### src/design/assert_macros.svh
// ----------------------------------------------------------------------------
// Assertion macros used by the top-level RTL file
// Clocked, reset-qualified property wrappers that report through $error.
// ----------------------------------------------------------------------------
`ifndef ASSERT_MACROS_SVH
`define ASSERT_MACROS_SVH

// Same-cycle implication: cons must hold whenever ante holds
`define ASSERT_IMPL(lbl, clk, rstn, ante, cons, msg) \
    lbl: assert property (@(posedge clk) disable iff (!rstn) (ante) |-> (cons)) \
        else $error(msg);

// Next-cycle implication: cons must hold in the cycle after ante
`define ASSERT_NEXT(lbl, clk, rstn, ante, cons, msg) \
    lbl: assert property (@(posedge clk) disable iff (!rstn) (ante) |=> (cons)) \
        else $error(msg);

// Condition that must never be seen
`define ASSERT_NEVER(lbl, clk, rstn, expr, msg) \
    lbl: assert property (@(posedge clk) disable iff (!rstn) !(expr)) \
        else $error(msg);

`endif

### src/design/md5sh_pkg.sv
// ----------------------------------------------------------------------------
// md5sh_pkg
// Shared types, constants and round tables of the streaming MD5 hasher.
// ----------------------------------------------------------------------------
`default_nettype none

package md5sh_pkg;

    // Initial chaining values A, B, C, D
    localparam logic [31:0] IV_A = 32'h67452301;
    localparam logic [31:0] IV_B = 32'hefcdab89;
    localparam logic [31:0] IV_C = 32'h98badcfe;
    localparam logic [31:0] IV_D = 32'h10325476;

    // Padding marker byte
    localparam logic [7:0] PAD_MARK = 8'h80;

    // Block kinds fed to the compression
    localparam logic [1:0] KIND_DATA     = 2'd0; // full block of message bytes
    localparam logic [1:0] KIND_PAD_LEN  = 2'd1; // tail, marker and length
    localparam logic [1:0] KIND_PAD_ONLY = 2'd2; // tail and marker, no room for length
    localparam logic [1:0] KIND_LEN_ONLY = 2'd3; // zeros and length

    // Message words that carry the bit length in a length block
    localparam logic [3:0] LEN_LO_WORD = 4'd14;
    localparam logic [3:0] LEN_HI_WORD = 4'd15;

    // Fill level from which the length no longer fits
    localparam logic [5:0] LEN_ROOM = 6'd56;

    localparam logic [5:0] LAST_ROUND = 6'd63;
    localparam logic [5:0] LAST_BYTE  = 6'd63;
    localparam logic [1:0] LAST_WORD  = 2'd3;

    localparam logic [31:0] SINE_TABLE [64] = '{
        32'hd76aa478, 32'he8c7b756, 32'h242070db, 32'hc1bdceee,
        32'hf57c0faf, 32'h4787c62a, 32'ha8304613, 32'hfd469501,
        32'h698098d8, 32'h8b44f7af, 32'hffff5bb1, 32'h895cd7be,
        32'h6b901122, 32'hfd987193, 32'ha679438e, 32'h49b40821,
        32'hf61e2562, 32'hc040b340, 32'h265e5a51, 32'he9b6c7aa,
        32'hd62f105d, 32'h02441453, 32'hd8a1e681, 32'he7d3fbc8,
        32'h21e1cde6, 32'hc33707d6, 32'hf4d50d87, 32'h455a14ed,
        32'ha9e3e905, 32'hfcefa3f8, 32'h676f02d9, 32'h8d2a4c8a,
        32'hfffa3942, 32'h8771f681, 32'h6d9d6122, 32'hfde5380c,
        32'ha4beea44, 32'h4bdecfa9, 32'hf6bb4b60, 32'hbebfbc70,
        32'h289b7ec6, 32'heaa127fa, 32'hd4ef3085, 32'h04881d05,
        32'hd9d4d039, 32'he6db99e5, 32'h1fa27cf8, 32'hc4ac5665,
        32'hf4292244, 32'h432aff97, 32'hab9423a7, 32'hfc93a039,
        32'h655b59c3, 32'h8f0ccc92, 32'hffeff47d, 32'h85845dd1,
        32'h6fa87e4f, 32'hfe2ce6e0, 32'ha3014314, 32'h4e0811a1,
        32'hf7537e82, 32'hbd3af235, 32'h2ad7d2bb, 32'heb86d391
    };

    // Controller to datapath commands
    typedef struct packed {
        logic       byte_wr;  // store the incoming byte and count it
        logic       load;     // copy chaining words into the round registers
        logic       round;    // run one compression round
        logic [5:0] rnd;      // current round number
        logic       finish;   // fold the round registers into the chain
        logic       reinit;   // restore initial chain and clear the length
        logic [1:0] kind;     // block kind under compression
        logic [1:0] out_idx;  // digest word to present
    } md5sh_cmd_t;

    // Datapath to controller status
    typedef struct packed {
        logic [5:0] fill;     // bytes held in the current block
    } md5sh_status_t;

    // Message word used by a round
    function automatic logic [3:0] md5sh_msg_idx(input logic [5:0] rnd);
        logic [3:0] low;
        logic [3:0] idx;
        low = rnd[3:0];
        case (rnd[5:4])
            2'd0:    idx = low;
            2'd1:    idx = 4'(low * 4'd5 + 4'd1);
            2'd2:    idx = 4'(low * 4'd3 + 4'd5);
            default: idx = 4'(low * 4'd7);
        endcase
        return idx;
    endfunction

    // Rotate amount of a round
    function automatic logic [4:0] md5sh_shift(input logic [5:0] rnd);
        logic [4:0] s;
        case ({rnd[5:4], rnd[1:0]})
            4'h0: s = 5'd7;
            4'h1: s = 5'd12;
            4'h2: s = 5'd17;
            4'h3: s = 5'd22;
            4'h4: s = 5'd5;
            4'h5: s = 5'd9;
            4'h6: s = 5'd14;
            4'h7: s = 5'd20;
            4'h8: s = 5'd4;
            4'h9: s = 5'd11;
            4'ha: s = 5'd16;
            4'hb: s = 5'd23;
            4'hc: s = 5'd6;
            4'hd: s = 5'd10;
            4'he: s = 5'd15;
            default: s = 5'd21;
        endcase
        return s;
    endfunction

    // Rotate a word left
    function automatic logic [31:0] md5sh_rotl(input logic [31:0] v, input logic [4:0] s);
        logic [63:0] wide;
        wide = {v, v} << s;
        return wide[63:32];
    endfunction

endpackage

`default_nettype wire

### src/design/md5_stream_hasher_unit.sv
// ----------------------------------------------------------------------------
// md5_stream_hasher_unit: streaming MD5 over a byte stream, tlast ends a message
// One byte per cycle while idle; the byte completing a block stalls input for
// load, 64 rounds of the shared round unit and chain fold. An end item runs
// one or two passes, then four digest words; aresetn (sync) restores the IV.
// ----------------------------------------------------------------------------
`default_nettype none
`include "assert_macros.svh"

module md5_stream_hasher_unit import md5sh_pkg::*; (
    input  logic        aclk,
    input  logic        aresetn,
    input  logic        s_tvalid,
    output logic        s_tready,
    input  logic [7:0]  s_tdata,   // [7:0] data_byte
    input  logic [0:0]  s_tuser,   // [0] byte_present
    input  logic        s_tlast,   // end_of_message
    output logic        m_tvalid,
    input  logic        m_tready,
    output logic [31:0] m_tdata,   // [31:0] digest_word
    output logic [1:0]  m_tuser,   // [1:0] word_sel
    output logic        m_tlast    // last_word
);

    md5sh_cmd_t    cmd;
    md5sh_status_t status;

    md5sh_ctrl u_ctrl (
        .aclk      (aclk),
        .aresetn   (aresetn),
        .in_valid  (s_tvalid),
        .in_byte   (s_tuser[0]),
        .in_end    (s_tlast),
        .in_ready  (s_tready),
        .out_valid (m_tvalid),
        .out_ready (m_tready),
        .status    (status),
        .cmd       (cmd)
    );

    md5sh_datapath u_datapath (
        .aclk        (aclk),
        .aresetn     (aresetn),
        .cmd         (cmd),
        .data_byte   (s_tdata),
        .status      (status),
        .digest_word (m_tdata)
    );

    // Present the digest word index and mark the last word
    assign m_tuser = cmd.out_idx;
    assign m_tlast = (cmd.out_idx == LAST_WORD);

    // Input and output sides are never open together
    `ASSERT_NEVER(a_sides_exclusive, aclk, aresetn, s_tready && m_tvalid,
        "input ready while digest is being delivered")

    // An end transaction always starts a compression pass
    `ASSERT_NEXT(a_end_starts_pass, aclk, aresetn, s_tvalid && s_tready && s_tlast,
        !s_tready && !m_tvalid, "end transaction did not start padding")

    // Digest words come out in order
    `ASSERT_NEXT(a_words_in_order, aclk, aresetn, m_tvalid && m_tready && !m_tlast,
        m_tvalid && (m_tuser == 2'($past(m_tuser) + 2'd1)), "digest word skipped")

    // The last digest word returns the block to taking bytes
    `ASSERT_NEXT(a_last_word_idle, aclk, aresetn, m_tvalid && m_tready && m_tlast,
        s_tready && !m_tvalid, "block not idle after last digest word")

endmodule

`default_nettype wire

### src/design/md5sh_ctrl.sv
// ----------------------------------------------------------------------------
// md5sh_ctrl
// Sequencer: takes bytes, starts block compressions, walks the padding blocks
// and hands out the four digest words.
// ----------------------------------------------------------------------------
`default_nettype none

module md5sh_ctrl import md5sh_pkg::*; (
    input  logic          aclk,
    input  logic          aresetn,
    input  logic          in_valid,
    input  logic          in_byte,
    input  logic          in_end,
    output logic          in_ready,
    output logic          out_valid,
    input  logic          out_ready,
    input  md5sh_status_t status,
    output md5sh_cmd_t    cmd
);

    localparam logic [2:0] ST_IDLE   = 3'd0;
    localparam logic [2:0] ST_LOAD   = 3'd1;
    localparam logic [2:0] ST_ROUND  = 3'd2;
    localparam logic [2:0] ST_FINISH = 3'd3;
    localparam logic [2:0] ST_EMIT   = 3'd4;

    logic [2:0] state_reg, state_next;
    logic [1:0] kind_reg, kind_next;
    logic       end_pend_reg, end_pend_next;
    logic [5:0] rnd_reg, rnd_next;
    logic [1:0] idx_reg, idx_next;

    logic       in_fire;
    logic       wrap;
    logic [5:0] fill_after;

    assign in_ready   = (state_reg == ST_IDLE);
    assign out_valid  = (state_reg == ST_EMIT);
    assign in_fire    = in_valid && in_ready;
    assign wrap       = in_byte && (status.fill == LAST_BYTE);
    assign fill_after = status.fill + {5'd0, in_byte};

    // Next state and commands
    always_comb begin
        state_next    = state_reg;
        kind_next     = kind_reg;
        end_pend_next = end_pend_reg;
        rnd_next      = rnd_reg;
        idx_next      = idx_reg;

        cmd         = '0;
        cmd.rnd     = rnd_reg;
        cmd.kind    = kind_reg;
        cmd.out_idx = idx_reg;

        unique case (state_reg)
            ST_IDLE: begin
                if (in_fire) begin
                    cmd.byte_wr = in_byte;
                    if (wrap) begin
                        kind_next     = KIND_DATA;
                        end_pend_next = in_end;
                        state_next    = ST_LOAD;
                    end else if (in_end) begin
                        kind_next  = (fill_after < LEN_ROOM) ? KIND_PAD_LEN : KIND_PAD_ONLY;
                        state_next = ST_LOAD;
                    end
                end
            end
            ST_LOAD: begin
                cmd.load   = 1'b1;
                state_next = ST_ROUND;
            end
            ST_ROUND: begin
                cmd.round = 1'b1;
                rnd_next  = rnd_reg + 6'd1;
                if (rnd_reg == LAST_ROUND) begin
                    state_next = ST_FINISH;
                end
            end
            ST_FINISH: begin
                cmd.finish = 1'b1;
                case (kind_reg)
                    KIND_DATA: begin
                        if (end_pend_reg) begin
                            end_pend_next = 1'b0;
                            kind_next     = KIND_PAD_LEN;
                            state_next    = ST_LOAD;
                        end else begin
                            state_next = ST_IDLE;
                        end
                    end
                    KIND_PAD_ONLY: begin
                        kind_next  = KIND_LEN_ONLY;
                        state_next = ST_LOAD;
                    end
                    default: begin
                        idx_next   = 2'd0;
                        state_next = ST_EMIT;
                    end
                endcase
            end
            ST_EMIT: begin
                if (out_ready) begin
                    idx_next = idx_reg + 2'd1;
                    if (idx_reg == LAST_WORD) begin
                        cmd.reinit = 1'b1;
                        state_next = ST_IDLE;
                    end
                end
            end
            default: begin
                state_next = ST_IDLE;
            end
        endcase
    end

    // Hold sequencer state
    always_ff @(posedge aclk) begin
        if (!aresetn) begin
            state_reg    <= ST_IDLE;
            kind_reg     <= KIND_DATA;
            end_pend_reg <= 1'b0;
            rnd_reg      <= 6'd0;
            idx_reg      <= 2'd0;
        end else begin
            state_reg    <= state_next;
            kind_reg     <= kind_next;
            end_pend_reg <= end_pend_next;
            rnd_reg      <= rnd_next;
            idx_reg      <= idx_next;
        end
    end

endmodule

`default_nettype wire

### src/design/md5sh_datapath.sv
// ----------------------------------------------------------------------------
// md5sh_datapath
// Block buffer, length counter, chaining words and the one-round-per-cycle
// compression unit.
// ----------------------------------------------------------------------------
`default_nettype none

module md5sh_datapath import md5sh_pkg::*; (
    input  logic          aclk,
    input  logic          aresetn,
    input  md5sh_cmd_t    cmd,
    input  logic [7:0]    data_byte,
    output md5sh_status_t status,
    output logic [31:0]   digest_word
);

    logic [31:0] buf_mem [16];
    logic [31:0] rd_word_reg;
    logic [3:0]  rd_idx_reg;
    logic [3:0]  rd_addr;

    logic [60:0] byte_cnt_reg;
    logic [63:0] bit_len;
    logic [5:0]  fill;

    logic [31:0] chain_reg [4];
    logic [31:0] a_reg, b_reg, c_reg, d_reg;

    logic [31:0] msg_word;
    logic [31:0] f_val;
    logic [31:0] sum;
    logic [31:0] b_new;
    logic        pad_blk;
    logic        len_blk;

    assign fill        = byte_cnt_reg[5:0];
    assign bit_len     = {byte_cnt_reg, 3'b000};
    assign status.fill = fill;
    assign digest_word = chain_reg[cmd.out_idx];

    // Store incoming bytes in their lane
    always_ff @(posedge aclk) begin
        if (cmd.byte_wr) begin
            buf_mem[fill[5:2]][{fill[1:0], 3'b000} +: 8] <= data_byte;
        end
    end

    // Prefetch the message word of the next round
    assign rd_addr = cmd.round ? md5sh_msg_idx(cmd.rnd + 6'd1) : md5sh_msg_idx(cmd.rnd);

    always_ff @(posedge aclk) begin
        rd_word_reg <= buf_mem[rd_addr];
        rd_idx_reg  <= rd_addr;
    end

    // Overlay padding marker, zeros and length on the stored word
    assign pad_blk = (cmd.kind == KIND_PAD_LEN) || (cmd.kind == KIND_PAD_ONLY);
    assign len_blk = (cmd.kind == KIND_PAD_LEN) || (cmd.kind == KIND_LEN_ONLY);

    always_comb begin
        logic [5:0] byte_idx;
        msg_word = '0;
        for (int l = 0; l < 4; l++) begin
            byte_idx = {rd_idx_reg, 2'(l)};
            if (cmd.kind == KIND_DATA) begin
                msg_word[8*l +: 8] = rd_word_reg[8*l +: 8];
            end else if (pad_blk && (byte_idx < fill)) begin
                msg_word[8*l +: 8] = rd_word_reg[8*l +: 8];
            end else if (pad_blk && (byte_idx == fill)) begin
                msg_word[8*l +: 8] = PAD_MARK;
            end else begin
                msg_word[8*l +: 8] = 8'h00;
            end
        end
        if (len_blk && (rd_idx_reg == LEN_LO_WORD)) begin
            msg_word = bit_len[31:0];
        end else if (len_blk && (rd_idx_reg == LEN_HI_WORD)) begin
            msg_word = bit_len[63:32];
        end
    end

    // Round function
    always_comb begin
        case (cmd.rnd[5:4])
            2'd0:    f_val = (b_reg & c_reg) | (~b_reg & d_reg);
            2'd1:    f_val = (b_reg & d_reg) | (c_reg & ~d_reg);
            2'd2:    f_val = b_reg ^ c_reg ^ d_reg;
            default: f_val = c_reg ^ (b_reg | ~d_reg);
        endcase
    end

    assign sum   = f_val + a_reg + msg_word + SINE_TABLE[cmd.rnd];
    assign b_new = b_reg + md5sh_rotl(sum, md5sh_shift(cmd.rnd));

    // Advance the working registers
    always_ff @(posedge aclk) begin
        if (cmd.load) begin
            a_reg <= chain_reg[0];
            b_reg <= chain_reg[1];
            c_reg <= chain_reg[2];
            d_reg <= chain_reg[3];
        end else if (cmd.round) begin
            a_reg <= d_reg;
            d_reg <= c_reg;
            c_reg <= b_reg;
            b_reg <= b_new;
        end
    end

    // Chaining words and length counter
    always_ff @(posedge aclk) begin
        if (!aresetn || cmd.reinit) begin
            chain_reg[0] <= IV_A;
            chain_reg[1] <= IV_B;
            chain_reg[2] <= IV_C;
            chain_reg[3] <= IV_D;
            byte_cnt_reg <= '0;
        end else begin
            if (cmd.finish) begin
                chain_reg[0] <= chain_reg[0] + a_reg;
                chain_reg[1] <= chain_reg[1] + b_reg;
                chain_reg[2] <= chain_reg[2] + c_reg;
                chain_reg[3] <= chain_reg[3] + d_reg;
            end
            if (cmd.byte_wr) begin
                byte_cnt_reg <= byte_cnt_reg + 61'd1;
            end
        end
    end

endmodule

`default_nettype wire

### config.mk
export PLATFORM = sky130hd
export DESIGN_NAME = md5_stream_hasher_unit
export DESIGN_NICKNAME = d
export VERILOG_FILES = /design/src/design/md5sh_pkg.sv /design/src/design/md5_stream_hasher_unit.sv /design/src/design/md5sh_ctrl.sv /design/src/design/md5sh_datapath.sv
export VERILOG_INCLUDE_DIRS = /design/src /design/src/design
export SDC_FILE = /design/constraint.sdc
export NUM_CORES = 2
export LEC_CHECK = 0
export BUFFER_PORTS_ARGS = -buffer_cell sky130_fd_sc_hd__buf_4
export CAP_MARGIN = 20
export CORE_ASPECT_RATIO = 1.5
export CORE_MARGIN = 2
export CORE_UTILIZATION = 24
export DETAILED_ROUTE_END_ITERATION = 8
export GPL_TIMING_DRIVEN = 1
export SLEW_MARGIN = 20
export SYNTH_ARGS = -nofsm -noshare
export SYNTH_HDL_FRONTEND = slang
export SYNTH_SLANG_ARGS = --single-unit
### constraint.sdc
create_clock -name aclk -period 30.6 [get_ports aclk]
set_input_delay 3.06 -clock aclk [delete_from_list [all_inputs] [get_ports aclk]]
set_output_delay 3.06 -clock aclk [all_outputs]
set_load 0.05 [all_outputs]
==> flow_metrics.py <==
metrics = {
    "run_status": {
        "outcome": "finished clean",
    },
    "cts": {
        "clock_sinks": 886,
        "cts_root_buf": "sky130_fd_sc_hd__clkbuf_16",
        "cts_tree": "yes",
        "cts_buffers": 101,
        "number_of_h_tree_levels": 3,
        "cts_post_setup_buffers_inserted": 0,
        "clk_pin_slew_worst_paths_ps": 70,
        "worstSkewPairLatency_ps": 770,
        "clockBufferDepth": 3,
        "cts_hold_buf": 0,
        "post_cts.resized_instances": 0,
    },
    "yosys": {
        "post_synth_num_cell_types": 104,
        "synth-edff-count": 768,
        "post_synthesis_cell_area_um2": 54400,
        "seq_area_frac_synth_pct": 46.7,
        "synthArstFlopShare_pct": 0,
        "syn_area_per_cell_um2": 9.68,
        "yosysTopAreaCell": "sky130_fd_sc_hd__edfxtp_1",
        "synth_largest_type_area_fraction_pct": 42.4,
        "synth_fp_nets": 5948,
        "synth_seq_cells": 886,
        "yosys_warning_count": 0,
        "synthesis.instances": 5620,
        "most_instantiated_library_cell_after_synthesis": "sky130_fd_sc_hd__nand2_1",
        "synthFlopType": "sky130_fd_sc_hd__edfxtp_1",
        "synth_top_cells_by_area": "sky130_fd_sc_hd__edfxtp_1 (42%), sky130_fd_sc_hd__nand2_1 (7.8%), sky130_fd_sc_hd__ha_1 (5.6%)",
        "netlist_top_cells_count": "sky130_fd_sc_hd__nand2_1 (1129), sky130_fd_sc_hd__edfxtp_1 (768), sky130_fd_sc_hd__nor2_1 (400), sky130_fd_sc_hd__a21oi_1 (319), sky130_fd_sc_hd__nand3_1 (271)",
    },
    "die": {
        "dieArea_um2": 231000,
        "num_rows": 214,
        "effective_utilization_at_floorplan_pct": 24.1,
        "boundaryPins": 51,
        "die_height_um": 587,
        "floorplan.core_area_um2": 226000,
        "die_width_um": 393,
    },
    "global_routing": {
        "global_route.usage.total_pct": 15.0,
        "initial_antenna_violation_count": 6,
        "grt_remaining_overflow": 0,
        "grt_pass1_vias": 42100,
        "maximum_number_of_pins_on_one_net_before_global_route_repair": 184,
        "grt_pass1_wl_um": 266000,
    },
    "worst_hold_path": {
        "hold-path-cell-count": 2,
        "hp-class": "flop to flop",
        "worstHoldStart": "u_datapath.byte_cnt_reg[18]",
        "hold-path-endpoint": "u_datapath.byte_cnt_reg[18]",
    },
    "timing": {
        "worstMarginPinSlew_ps": 1210,
        "max_freq_mhz": 82.6,
        "final-setup-viol-count": 0,
        "finalWorstPathRequiredPeriod_ps": 12100,
        "finalClockSkew_ps": 55.4,
        "finalHoldViolations": 0,
        "relSlewSlack_pct": 19.4,
        "timing.final.crit_share_pct": 39.6,
        "maxSlewViolCount": 0,
        "setup_repair_after_global_routing_missed_its_margin": "no",
        "setup-tns-final_ps": 0,
    },
    "cells_and_area": {
        "largest_register_ffs": 512,
        "layout-area-overhead-vs-synth_pct": 12.4,
        "filler_cell_count": 23900,
        "final_layout_size_suffix_gt1_share_pct": 6.95,
        "num-nets-final": 5843,
    },
    "worst_setup_path": {
        "path_class": "flop to flop",
        "rr_endpoint": "u_datapath.b_reg[31]",
        "setup.worst_path.end_class": "flop",
        "worstReg2RegStart": "u_ctrl.rnd_reg[1]",
        "worst_path_most_repeated_cell": "sky130_fd_sc_hd__o21ai_0",
        "worstSetupStartpointType": "flop",
        "critical_path.n_buffers_inverters": 5,
        "worst_r2r_path_depth": 39,
        "crit_path_top_delay_cell": "sky130_fd_sc_hd__ha_1",
        "critical_path.top_delay_family": "compound AO/OA/AOI/OAI gates",
        "critPathMaxFanout": 25,
        "arrival_ps": 12590,
        "cp_data_required_time_ps": 31090,
        "worst-r2r-setup-slack_ps": 18500,
        "critical-path-max-stage-delay_ps": 670,
    },
    "placement": {
        "place_congestion": 0.947,
        "post-dp-hpwl_um": 127000,
        "placement.io_buffers": 50,
    },
    "detailed_routing": {
        "num_vias": 43100,
        "route.detailed.wl_per_inst_um": 20.7,
        "postRouteWirelength_um": 178000,
        "route.antenna.remaining_nets": 0,
        "detail_route.drc_violations": 0,
        "initialDrtViolationCount": 3952,
        "avgViaCountPerCell": 5.00,
        "drtPass1Iterations": 7,
    },
    "run": {
        "timing.max_cap.violations": 0,
    },
}
[worst min-delay path, cell delays in order (launching register included)]
cell and delay [ps]:
sky130_fd_sc_hd__dfxtp_1 320, sky130_fd_sc_hd__o21ai_0 70, sky130_fd_sc_hd__a21oi_1 60
[layer usage]
| layer | up-vias | GRT usage, % | share of wire [%] | routed length (um) |
|---|---|---|---|---|
| li1 | 20100 | - | - | - |
| met1 | 21300 | 18.2 | 40 | 71100 |
| met2 | 1439 | 26.6 | 51 | 90200 |
| met3 | 341 | 2.04 | 5.5 | 9820 |
| met4 | 2 | 5.72 | 4.0 | 7140 |
| met5 | - | 0 | 0.0073 | 13 |
[per-stage QoR]
step	util (%)	hold slack, ps	instance area (um2)	worst slack, ps	instances
after CTS	27.0	507	61100	18700	8624
after floorplan	-	464	54400	20810	5620
after global placement	25.6	477	57900	18740	8436
after global routing	27.0	529	61100	18140	8625
final	27.0	501	61100	18500	8626
after detailed placement	25.6	499	57900	18710	8436
[cell families (layout without fill, tap and decap cells)]
| group | count (synthesis) | in the layout | synth area share, % |
|---|---|---|---|
| simple gates | 2203 | 2203 | 17.7 |
| other cells | 0 | 2 | 0 |
| flops | 886 | 886 | 46.7 |
| compound gates | 1217 | 1217 | 14.9 |
| fa+ha+maj | 344 | 344 | 8.77 |
| buf+inv | 569 | 549 | 4.05 |
| xor+xnor | 261 | 261 | 4.24 |
| mux | 140 | 140 | 3.59 |
[worst max-delay path by stage]
stage                           end  depth (start not counted)               from
6_report       u_datapath.b_reg[31]                         39  u_ctrl.rnd_reg[1]
5_1_grt        u_datapath.b_reg[31]                         39  u_ctrl.rnd_reg[1]
4_1_cts        u_datapath.b_reg[31]                         39  u_ctrl.rnd_reg[1]
3_5_place_dp   u_datapath.b_reg[31]                         39  u_ctrl.rnd_reg[1]
3_3_place_gp   u_datapath.b_reg[31]                         39  u_ctrl.rnd_reg[1]
2_1_floorplan  u_datapath.b_reg[28]                         40  u_ctrl.rnd_reg[2]
[layout make-up]
class	count	area [um2]	share of cell area, %
multi-input combinational	4165	26900	44.0
sequential	886	25400	41.6
tap	3024	3780	6.19
clock buffer	138	2720	4.45
inverter	262	991	1.62
timing repair buffer	99	781	1.28
clock inverter	50	520	0.852
antenna	2	5.00	0.00819
[layout by cell type (no fill, tap or decap), types with 109 or more instances in the layout]
cell / synthesis / layout
sky130_fd_sc_hd__xor2_1: 133 / 132
sky130_fd_sc_hd__a31oi_1: 109 / 109
sky130_fd_sc_hd__nand2_1: 1129 / 1127
sky130_fd_sc_hd__xnor2_1: 126 / 126
sky130_fd_sc_hd__ha_1: 242 / 242
sky130_fd_sc_hd__dfxtp_1: 118 / 112
sky130_fd_sc_hd__nand3_1: 271 / 269
sky130_fd_sc_hd__nor2_1: 400 / 399
sky130_fd_sc_hd__edfxtp_1: 768 / 768
sky130_fd_sc_hd__inv_1: 254 / 253
sky130_fd_sc_hd__a21oi_1: 319 / 318
sky130_fd_sc_hd__o21ai_0: 266 / 265
Power is left out: the tool's default activity adds up to more than one toggle a clock period on the data nets, which glitch-free logic cannot reach.
